--- src/rtl/box_mean_subtract_filter_assert.svh ---
// Assertion macros for the box mean subtract filter.
`ifndef BOX_MEAN_SUBTRACT_FILTER_ASSERT_SVH
`define BOX_MEAN_SUBTRACT_FILTER_ASSERT_SVH
`ifndef SYNTH
`define BMSF_ASSERT_IMP(label, clk, rst_n, a, c) \
	label: assert property (@(posedge clk) disable iff (!rst_n) (a) |-> (c)) \
		else $error("assertion failed");
`define BMSF_ASSERT_NXT(label, clk, rst_n, a, c) \
	label: assert property (@(posedge clk) disable iff (!rst_n) (a) |=> (c)) \
		else $error("assertion failed");
`else
`define BMSF_ASSERT_IMP(label, clk, rst_n, a, c)
`define BMSF_ASSERT_NXT(label, clk, rst_n, a, c)
`endif
`endif

--- src/rtl/bmsf_div.sv ---
// Restoring divider, one quotient bit per cycle.
module bmsf_div #(
	parameter int NW = 32,
	parameter int DW = 21
) (
	input  logic          clk,
	input  logic          arst_n,
	input  logic          start,
	input  logic [NW-1:0] num,
	input  logic [DW-1:0] den,
	output logic          busy,
	output logic [NW-1:0] quo
);
	localparam int CW = $clog2(NW + 1);

	logic [NW-1:0] rem_q;
	logic [NW-1:0] quo_q;
	logic [DW-1:0] den_q;
	logic [CW-1:0] cnt_q;
	logic [NW:0]   trial;

	assign trial = {rem_q, quo_q[NW-1]};
	assign busy  = (cnt_q != '0);
	assign quo   = quo_q;

	always_ff @(posedge clk or negedge arst_n) begin
		if (!arst_n) begin
			cnt_q <= '0;
		end else if (start) begin
			cnt_q <= CW'(NW);
		end else if (busy) begin
			cnt_q <= cnt_q - 1'b1;
		end
	end

	always_ff @(posedge clk) begin
		if (start) begin
			rem_q <= '0;
			quo_q <= num;
			den_q <= den;
		end else if (busy) begin
			if (trial >= {{(NW+1-DW){1'b0}}, den_q}) begin
				rem_q <= NW'(trial - {{(NW+1-DW){1'b0}}, den_q});
				quo_q <= {quo_q[NW-2:0], 1'b1};
			end else begin
				rem_q <= trial[NW-1:0];
				quo_q <= {quo_q[NW-2:0], 1'b0};
			end
		end
	end

	`include "box_mean_subtract_filter_assert.svh"
	`BMSF_ASSERT_NXT(a_div_count, clk, arst_n, start, cnt_q == CW'(NW))
	`BMSF_ASSERT_NXT(a_div_dec, clk, arst_n, busy && !start, cnt_q == $past(cnt_q) - 1'b1)
	`BMSF_ASSERT_IMP(a_div_idle, clk, arst_n, !busy, cnt_q == '0)
endmodule

--- config.mk ---
export PLATFORM = sky130hd
export DESIGN_NAME = bmsf_div
export DESIGN_NICKNAME = d
export VERILOG_FILES = /design/src/rtl/bmsf_div.sv
export VERILOG_INCLUDE_DIRS = /design/src /design/src/rtl
export SDC_FILE = /design/constraint.sdc
export NUM_CORES = 1
export LEC_CHECK = 0
export BUFFER_PORTS_ARGS = -buffer_cell sky130_fd_sc_hd__buf_4
export CAP_MARGIN = 40
export CELL_PAD_IN_SITES_DETAIL_PLACEMENT = 0
export CELL_PAD_IN_SITES_GLOBAL_PLACEMENT = 1
export CORE_MARGIN = 1.5
export CORE_UTILIZATION = 39
export DETAILED_ROUTE_END_ITERATION = 7
export GPL_TIMING_DRIVEN = 0
export HOLD_SLACK_MARGIN = 0.06
export PLACE_DENSITY_LB_ADDON = 0.1
export SYNTH_ARGS = -nofsm -noshare
export SYNTH_HDL_FRONTEND = slang
export SYNTH_SLANG_ARGS = --single-unit
--- constraint.sdc ---
create_clock -name clk -period 3.1 [get_ports clk]
set_input_delay 0.93 -clock clk [delete_from_list [all_inputs] [get_ports clk]]
set_output_delay 0.93 -clock clk [all_outputs]
set_load 0.005 [all_outputs]
After elaboration in Yosys (flattened, before gate mapping)
Cells that the tools add are included.
- bits in registers: 91
- word-level logic and storage cells: 15
- $add $sub $neg: 2
- magnitude comparators: 1
- mux-type cells: 6
- reductions and logical operators: 2
- operators with widths (operator ; number):
    2-to-1 mux 32 bit ; 3
    greater-or-equal comparator 33 x 21 -> 1 bit ; 1
    subtractor 32 x 21 -> 32 bit ; 1
    2-to-1 mux 6 bit ; 2
    nonzero test 6 bit ; 1
    subtractor 6 x 1 -> 6 bit, second input constant ; 1
    nonzero test 2 bit ; 1
    2-to-1 mux 1 bit ; 1

Longest topological paths before layout
Gate-level depths: netlist (run 1).
- depth after elaboration: 4
- mapped depth: 13

Least setup slack after synthesis (run 1)
OpenSTA, ideal clock, no wires.
- kind: register to register
- start: register quo_q[31] (netlist: quo[31])
- end: register rem_q[28]
- arrival: 2.929 ns
- required time: 3.009 ns
- path slack: 0.081 ns
- stages on the path, launching flop included: 12
- cells stage by stage: edfxtp_1 -> inv_1 -> ha_1 -> fa_1 -> and2b_1 -> o21ba_2 -> o31a_1 -> o41ai_4 -> nor2b_1 -> or4_1 -> or4_1 -> a311oi_1
- longest elaborated chain between the ends: 2
- elaborated cells on any way between the ends: 3
- those cells by class: 1 x add/sub; 1 x order compare; 1 x mux
- RTL lines (item ; RTL line ; text):
    start, declared ; bmsf_div.sv:17 ; logic [NW-1:0] quo_q;
    start signal, assigned ; bmsf_div.sv:39 ; quo_q <= num;
    start signal, assigned ; bmsf_div.sv:44 ; quo_q <= {quo_q[NW-2:0], 1'b1};
    start signal, assigned ; bmsf_div.sv:47 ; quo_q <= {quo_q[NW-2:0], 1'b0};
    subtractor 32 x 21 -> 32 bit or greater-or-equal comparator 33 x 21 -> 1 bit (tied branches) ; bmsf_div.sv:43, bmsf_div.sv:42 ;
    2-to-1 mux 32 bit (*) ; bmsf_div.sv:42 ; if (trial >= {{(NW+1-DW){1'b0}}, den_q}) begin
    end signal, assigned ; bmsf_div.sv:43 ; rem_q <= NW'(trial - {{(NW+1-DW){1'b0}}, den_q});
    end signal, assigned ; bmsf_div.sv:46 ; rem_q <= trial[NW-1:0];
    end, declared ; bmsf_div.sv:16 ; logic [NW-1:0] rem_q;
Mark *: on every way between the ends. The rest lies on a longest branch, timed or not.
A chain may end at the register's enable or synchronous reset.

Worst setup path after layout (run 1)
Ends and elaborated chain as after synthesis.

==> results of run 1 <==
==> layout make-up <==
type	count	area [µm²]
Inverter	32	120
Sequential cell	91	2380
Clock buffer	9	225
Buffer	19	101
Fill cell	1211	6130
Timing Repair Buffer	101	778
Tap cell	172	215
Clock inverter	7	63.8
Multi-Input combinational cell	360	2650
==> report_power, final <==
group / internal (mW) / switching (mW)
combinational: 1.27 / 1.47
clock: 0.556 / 0.520
sequential: 1.64 / 0.273
==> sequential cells by signal, summed over array words and instances (netlist names) <==
register / cells
quo: 32
rem_q: 32
den_q: 21
cnt_q: 6
==> kinds of logic (layout without fill, tap and decap cells) <==
group           count (synthesis)  in the layout  share of synthesized area, %
compound gates                115            115                          15.7
xor+xnor                       24             24                          4.12
fa+ha+maj                      23             23                          5.78
buf+inv                        56            168                          4.19
flops                          91             91                          46.7
mux                            39             39                          8.43
simple gates                  159            159                          15.1
==> metal layers <==
layer | GRT usage, % | vias up | wire length, µm
li1 | - | 2071 | -
met2 | 32.8 | 91 | 6650
met5 | 0 | - | 0
met3 | 5.11 | 13 | 580
met1 | 26.9 | 2070 | 6190
met4 | 5.32 | 0 | 181
==> cells in the mapped netlist, types with 3 or more instances <==
| cell type | number | area share [%] |
|---|---|---|
| o21ai_0 | 8 | 0.78 |
| and3_1 | 4 | 0.49 |
| nand2_1 | 48 | 3.5 |
| a21o_1 | 9 | 1.3 |
| o211ai_1 | 4 | 0.59 |
| a311oi_1 | 7 | 1.2 |
| a21oi_1 | 25 | 2.5 |
| nor3_1 | 11 | 1.1 |
| nor2b_1 | 6 | 0.74 |
| nor2_1 | 41 | 3.0 |
| nand3_1 | 10 | 0.98 |
| inv_1 | 30 | 2.2 |
| buf_2 | 3 | 0.29 |
| nor4_1 | 3 | 0.37 |
| and4_1 | 3 | 0.51 |
| edfxtp_1 | 53 | 31 |
| nand2b_1 | 13 | 1.6 |
| mux2i_1 | 7 | 1.4 |
| a32oi_1 | 4 | 0.69 |
| mux2_2 | 32 | 7.1 |
| o21ai_1 | 13 | 1.3 |
| ha_1 | 22 | 5.4 |
| nand4_1 | 7 | 0.86 |
| o31ai_1 | 4 | 0.59 |
| a211oi_1 | 12 | 1.8 |
| a211o_1 | 3 | 0.51 |
| a31oi_1 | 7 | 0.86 |
| xnor2_1 | 13 | 2.2 |
| dfrtp_1 | 6 | 2.9 |
| xor2_1 | 11 | 1.9 |
| clkbuf_1 | 21 | 1.5 |
| dfxtp_1 | 32 | 13 |
==> worst register-to-register path: stages, from the launching register on <==
cell	delay [ns]
edfxtp_1	0.43
inv_2	0.09
ha_4	0.13
fa_2	0.19
and2b_1	0.20
o21ba_4	0.20
o31a_1	0.30
o41ai_4	0.21
buf_4	0.19
nor2b_1	0.05
or4_4	0.48
or4_4	0.43
a311oi_2	0.26
==> per-stage QoR <==
step                      std cells  worst slack, ns
after floorplan                 507           0.0805
after global placement          767           -0.805
after detailed placement        769           -0.363
after CTS                       789           -0.245
after global routing            791           -0.270
final                           791           -0.150
==> worst max path at each step <==
stage / depth (start not counted) / slack [ns] / start / to
2_1_floorplan: 11 / 0.08 / quo[31] / rem_q[28]
3_3_place_gp: 7 / -0.81 / cnt_q[2] / quo[21]
3_5_place_dp: 9 / -0.36 / cnt_q[2] / quo[21]
4_1_cts: 12 / -0.25 / quo[31] / rem_q[28]
5_1_grt: 12 / -0.27 / quo[31] / rem_q[28]
6_report: 12 / -0.15 / quo[31] / rem_q[28]
==> what timing repair did <==
action                     in CTS  in global routing
cloned                          0                  0
gates resized for setup        24                 17
setup buffers                   6                  5
setup endpoints to repair      54                 25
pin swaps                       7                  8
==> cell usage in the layout, fill, tap and decap left out, types with 10 or more instances in the layout <==
cell | netlist | final
edfxtp_1 | 53 | 53
nand2b_1 | 13 | 13
xor2_1 | 11 | 11
o21ai_1 | 13 | 13
dfxtp_1 | 32 | 32
nand3_1 | 10 | 10
buf_4 | 0 | 103
nor3_1 | 11 | 10
ha_1 | 22 | 19
inv_1 | 30 | 29
nand2_1 | 48 | 47
nor2_1 | 41 | 40
mux2_2 | 32 | 32
a211oi_1 | 12 | 11
a21oi_1 | 25 | 24
clkbuf_1 | 21 | 12
xnor2_1 | 13 | 13
==> impl_metrics.toml, run 1 <==
[status]
outcome = "finished with violations"
violations = "negative setup slack"

[place]
placed_cell_area_um2 = 6020
port_buffers = 88
dp_hpwl_um = 9920
gp_congestion = 0.816

[layout]
nets = 693
drive_above_1_share_pct = 29.7
antenna_cells = 0
utilization_pct = 51.6
fin_area_um2 = 6540
area_growth_pct = 28.1

[logic_synthesis]
ys_ff_latch = 91
netlist_area_um2 = 5100
ys_types = 59
ys_warn_count = 0
ys_seq_area_share_pct = 46.7
syn_inst = 507
syn-num-nets = 586
synth_ff_type = "edfxtp_1"
synth_edf_count = 53
syn_avg_cell_area_um2 = 10.1
synthArstFlopShare_pct = 6.59

[worst_setup_path]
cp_data_required_time_ns = 3.37
reg2regPathDepth = 12
cp-end-kind = "flop"
cp_data_arrival_time_ns = 3.52
crit_family = "simple AND/OR/NAND/NOR gates"
crit_top_cell = "or4_4"
crit_chain = "inv_2 -> ha_4 -> fa_2 -> and2b_1 -> o21ba_4 -> o31a_1 -> o41ai_4 -> buf_4 -> nor2b_1 -> or4_4 -> or4_4 -> a311oi_2"
cp-start-kind = "flop"
worst-r2r-setup-slack_ns = -0.15
critical-path-max-stage-delay_ns = 0.48
regToRegStartpoint = "quo[31]"
crit_fanout = 4
path_buf_inv = 2
r2r-end = "rem_q[28]"
worst-setup-path-type = "reg2reg"
cp_slowest_cell = "or4_4"

[clocking]
cts_buffers = 9
cts_tree = "built"
clockRootBuffer = "clkbuf_16"
clk_path_buf_depth = 2
clk_pin_slew_ns = 0.07
clkLatencyLatePin_ns = 0.35
htree_levels = 3
cts.sinks = 91
postCtsHoldBufs = 0

[global_route]
grt_pass1_vias = 4157
grt-ovfl-total = 0
grt_pass1_wl_um = 21600
grtUsageTotal_pct = 20.2
antenna_found_initial = 0
grt_max_degree = 24

[power_and_ir_drop]
ir_drop_uv = 478
leakage_nw = 2.80
p_per_area_nw_per_um2 = 877
finalPower_mw = 5.74

[die]
die_w_um = 117
io_pins = 89
die-area_um2 = 13800
die_y_um = 117
placementRows = 41
initial_core_util_pct = 40.3
coreArea_um2 = 12700

[timing]
max_slew_margin_pct = 40.1
setup_viol = 1
min_period_over_period_pct = 105
whs_ns = 0.370
hold_viol_final = 0
clock_skew_ns = 0.00948
drv_slew = 0
postLayoutSetupSlackWorst_ns = -0.150
fmax_mhz = 308
grt_setup_unrepaired = "yes"
tns_ns = -0.150
fin_crit_ns = 3.25
worst_pin_slew_ns = 0.890

[routing]
firstDrtPassIters = 5
vias = 4245
drc_errors = 0
wl_per_cell_um = 17.2
drt-initial-drc-count = 355
detail-route-antenna-nets = 0
via_per_inst = 5.37
routed_wl_um = 13600

[run]
cap_violations = 0

[min_path]
hp-class = "in2async"
(Power assumes the default switching activity.)
==> inputs of run 2 (changes only) <==
Settings changed: CAP_MARGIN 40 to 10, SKIP_LAST_GASP set to 1.
==> impl_metrics.toml, run 2 (same netlist as run 1, synthesis figures left out) <==
[die]
io_pins = 89
die_w_um = 117
die-area_um2 = 13800
coreArea_um2 = 12700
initial_core_util_pct = 40.3
placementRows = 41
die_y_um = 117

[place]
gp_congestion = 0.816
dp_hpwl_um = 9900
placedCellCount = 767
port_buffers = 88
pre_cts_ws_ns = -0.798

[clocking]
clkLatencyLatePin_ns = 0.35
htree_levels = 3
cts.sinks = 91
clk_path_buf_depth = 2
cts_buffers = 9
clk_pin_slew_ns = 0.07
postCtsHoldBufs = 0
cts_tree = "built"
clockRootBuffer = "clkbuf_16"

[routing]
wl_per_cell_um = 17.2
drt-initial-drc-count = 209
vias = 4192
firstDrtPassIters = 4
via_per_inst = 5.31
routed_wl_um = 13600
drc_errors = 0
detail-route-antenna-nets = 0

[layout]
area_growth_pct = 26.5
final_cell_count_no_fill = 790
nets = 692
final_common_cell = "buf_4"
antenna_cells = 0
fill_cells = 1214
layout.cells.most_common_list = "buf_4, edfxtp_1, nand2_1, nor2_1"
drive_above_1_share_pct = 28.3

[timing]
drv_slew = 0
fmax_mhz = 302
setup_viol = 2
worst_pin_slew_ns = 0.959
clock_skew_ns = 0.00675
grt_setup_unrepaired = "yes"
fin_crit_ns = 3.31
max_slew_margin_pct = 35.5
whs_ns = 0.366
postLayoutSetupSlackWorst_ns = -0.210
hold_viol_final = 0
min_period_over_period_pct = 107

[global_route]
grtUsageTotal_pct = 20.2
met2_usage_pct = 32.9
grt_use_met1_pct = 26.8
grt_pass1_vias = 4148
antenna_found_initial = 0
grt_max_degree = 23
grt_pass1_wl_um = 21600
use_met3_pct = 4.77
grt-ovfl-total = 0
top_usage_layer = "met2"

[worst_setup_path]
cp_data_arrival_time_ns = 2.38
worst-setup-path-type = "reg2out"
worst-r2r-setup-slack_ns = -0.21
cp_data_required_time_ns = 2.17
crit_fanout = 10
reg2regPathDepth = 11
cp-end-kind = "output port"
cp-start-kind = "flop"

[power_and_ir_drop]
ir_drop_uv = 432
leakage_nw = 2.78
p_per_area_nw_per_um2 = 878

[status]
outcome = "finished with violations"
violations = "negative setup slack"

[min_path]
hp-class = "in2async"

[run]
cap_violations = 0
==> run 2: changes by cell type in the layout (fill, tap and decap cells not counted), moves of 2 or more <==
| cell | before | now |
|---|---|---|
| buf_4 | 103 | 99 |
| clkbuf_1 | 12 | 14 |
| or4_1 | 0 | 2 |
| or4_4 | 2 | 0 |
==> run 2: what timing repair did <==
action / in CTS / in global routing
hold endpoints to repair: 0 / 0
pin swaps: 0 / 5
setup endpoints to repair: 53 / 59
resized for setup: 12 / 18
cloned: 1 / 0
setup buffers: 0 / 11
==> run 2: per-layer routing <==
layer  vias to the layer above  wire length [µm]  part of all wire, %
met5                         -                 0                    0
met4                         0               114                 0.84
met3                         9               608                  4.5
met2                        78              6610                   49
met1                      2034              6280                   46
li1                       2071                 -                    -
==> run 2: final timing paths <==
kind	startpoint	endpoint
setup / recovery	cnt_q[0]	busy
hold / removal	arst_n	cnt_q[2]
setup reg to reg	quo[31]	rem_q[28]
hold reg to reg	rem_q[31]	rem_q[31]
max in group asynchronous	arst_n	cnt_q[3]
min in group clk	rem_q[31]	rem_q[31]
==> run 2: metrics by stage <==
stage	setup TNS (ns)	utilization [%]	area, µm²	total power, mW
6_report	-0.419	51.0	6460	5.67
5_1_grt	-0.768	51.0	6460	6.10
4_1_cts	-0.627	49.8	6310	5.55
3_5_place_dp	-28.27	47.2	5980	4.43
3_3_place_gp	-27.69	47.2	5980	4.39
2_1_floorplan	0	-	5100	3.67
==> run 2: worst max-delay path, cell delays in order (launching register included) <==
cell      delay, ns
dfrtp_1        0.38
inv_1          0.08
ha_1           0.25
nand2_1        0.12
nor2_4         0.07
inv_2          0.08
clkbuf_1       0.47
clkbuf_2       0.40
buf_4          0.18
==> run 2: cell type report <==
| class | count | area (µm²) | area share [%] |
|---|---|---|---|
| clock inverter | 5 | 37.5 | 0.581 |
| tap | 172 | 215 | 3.33 |
| clock buffer | 11 | 243 | 3.76 |
| sequential | 91 | 2380 | 36.9 |
| inverter | 32 | 124 | 1.92 |
| timing repair inverter | 1 | 7.51 | 0.116 |
| buffer | 19 | 90.1 | 1.39 |
| timing repair buffer | 99 | 743 | 11.5 |
| multi-input combinational | 360 | 2620 | 40.5 |
==> run 2: power by group <==
group	internal [mW]	total, mW	switching [mW]
Clock	0.571	1.06	0.490
Sequential	1.64	1.91	0.271
Combinational	1.24	2.70	1.46
Total	3.46	5.67	2.22
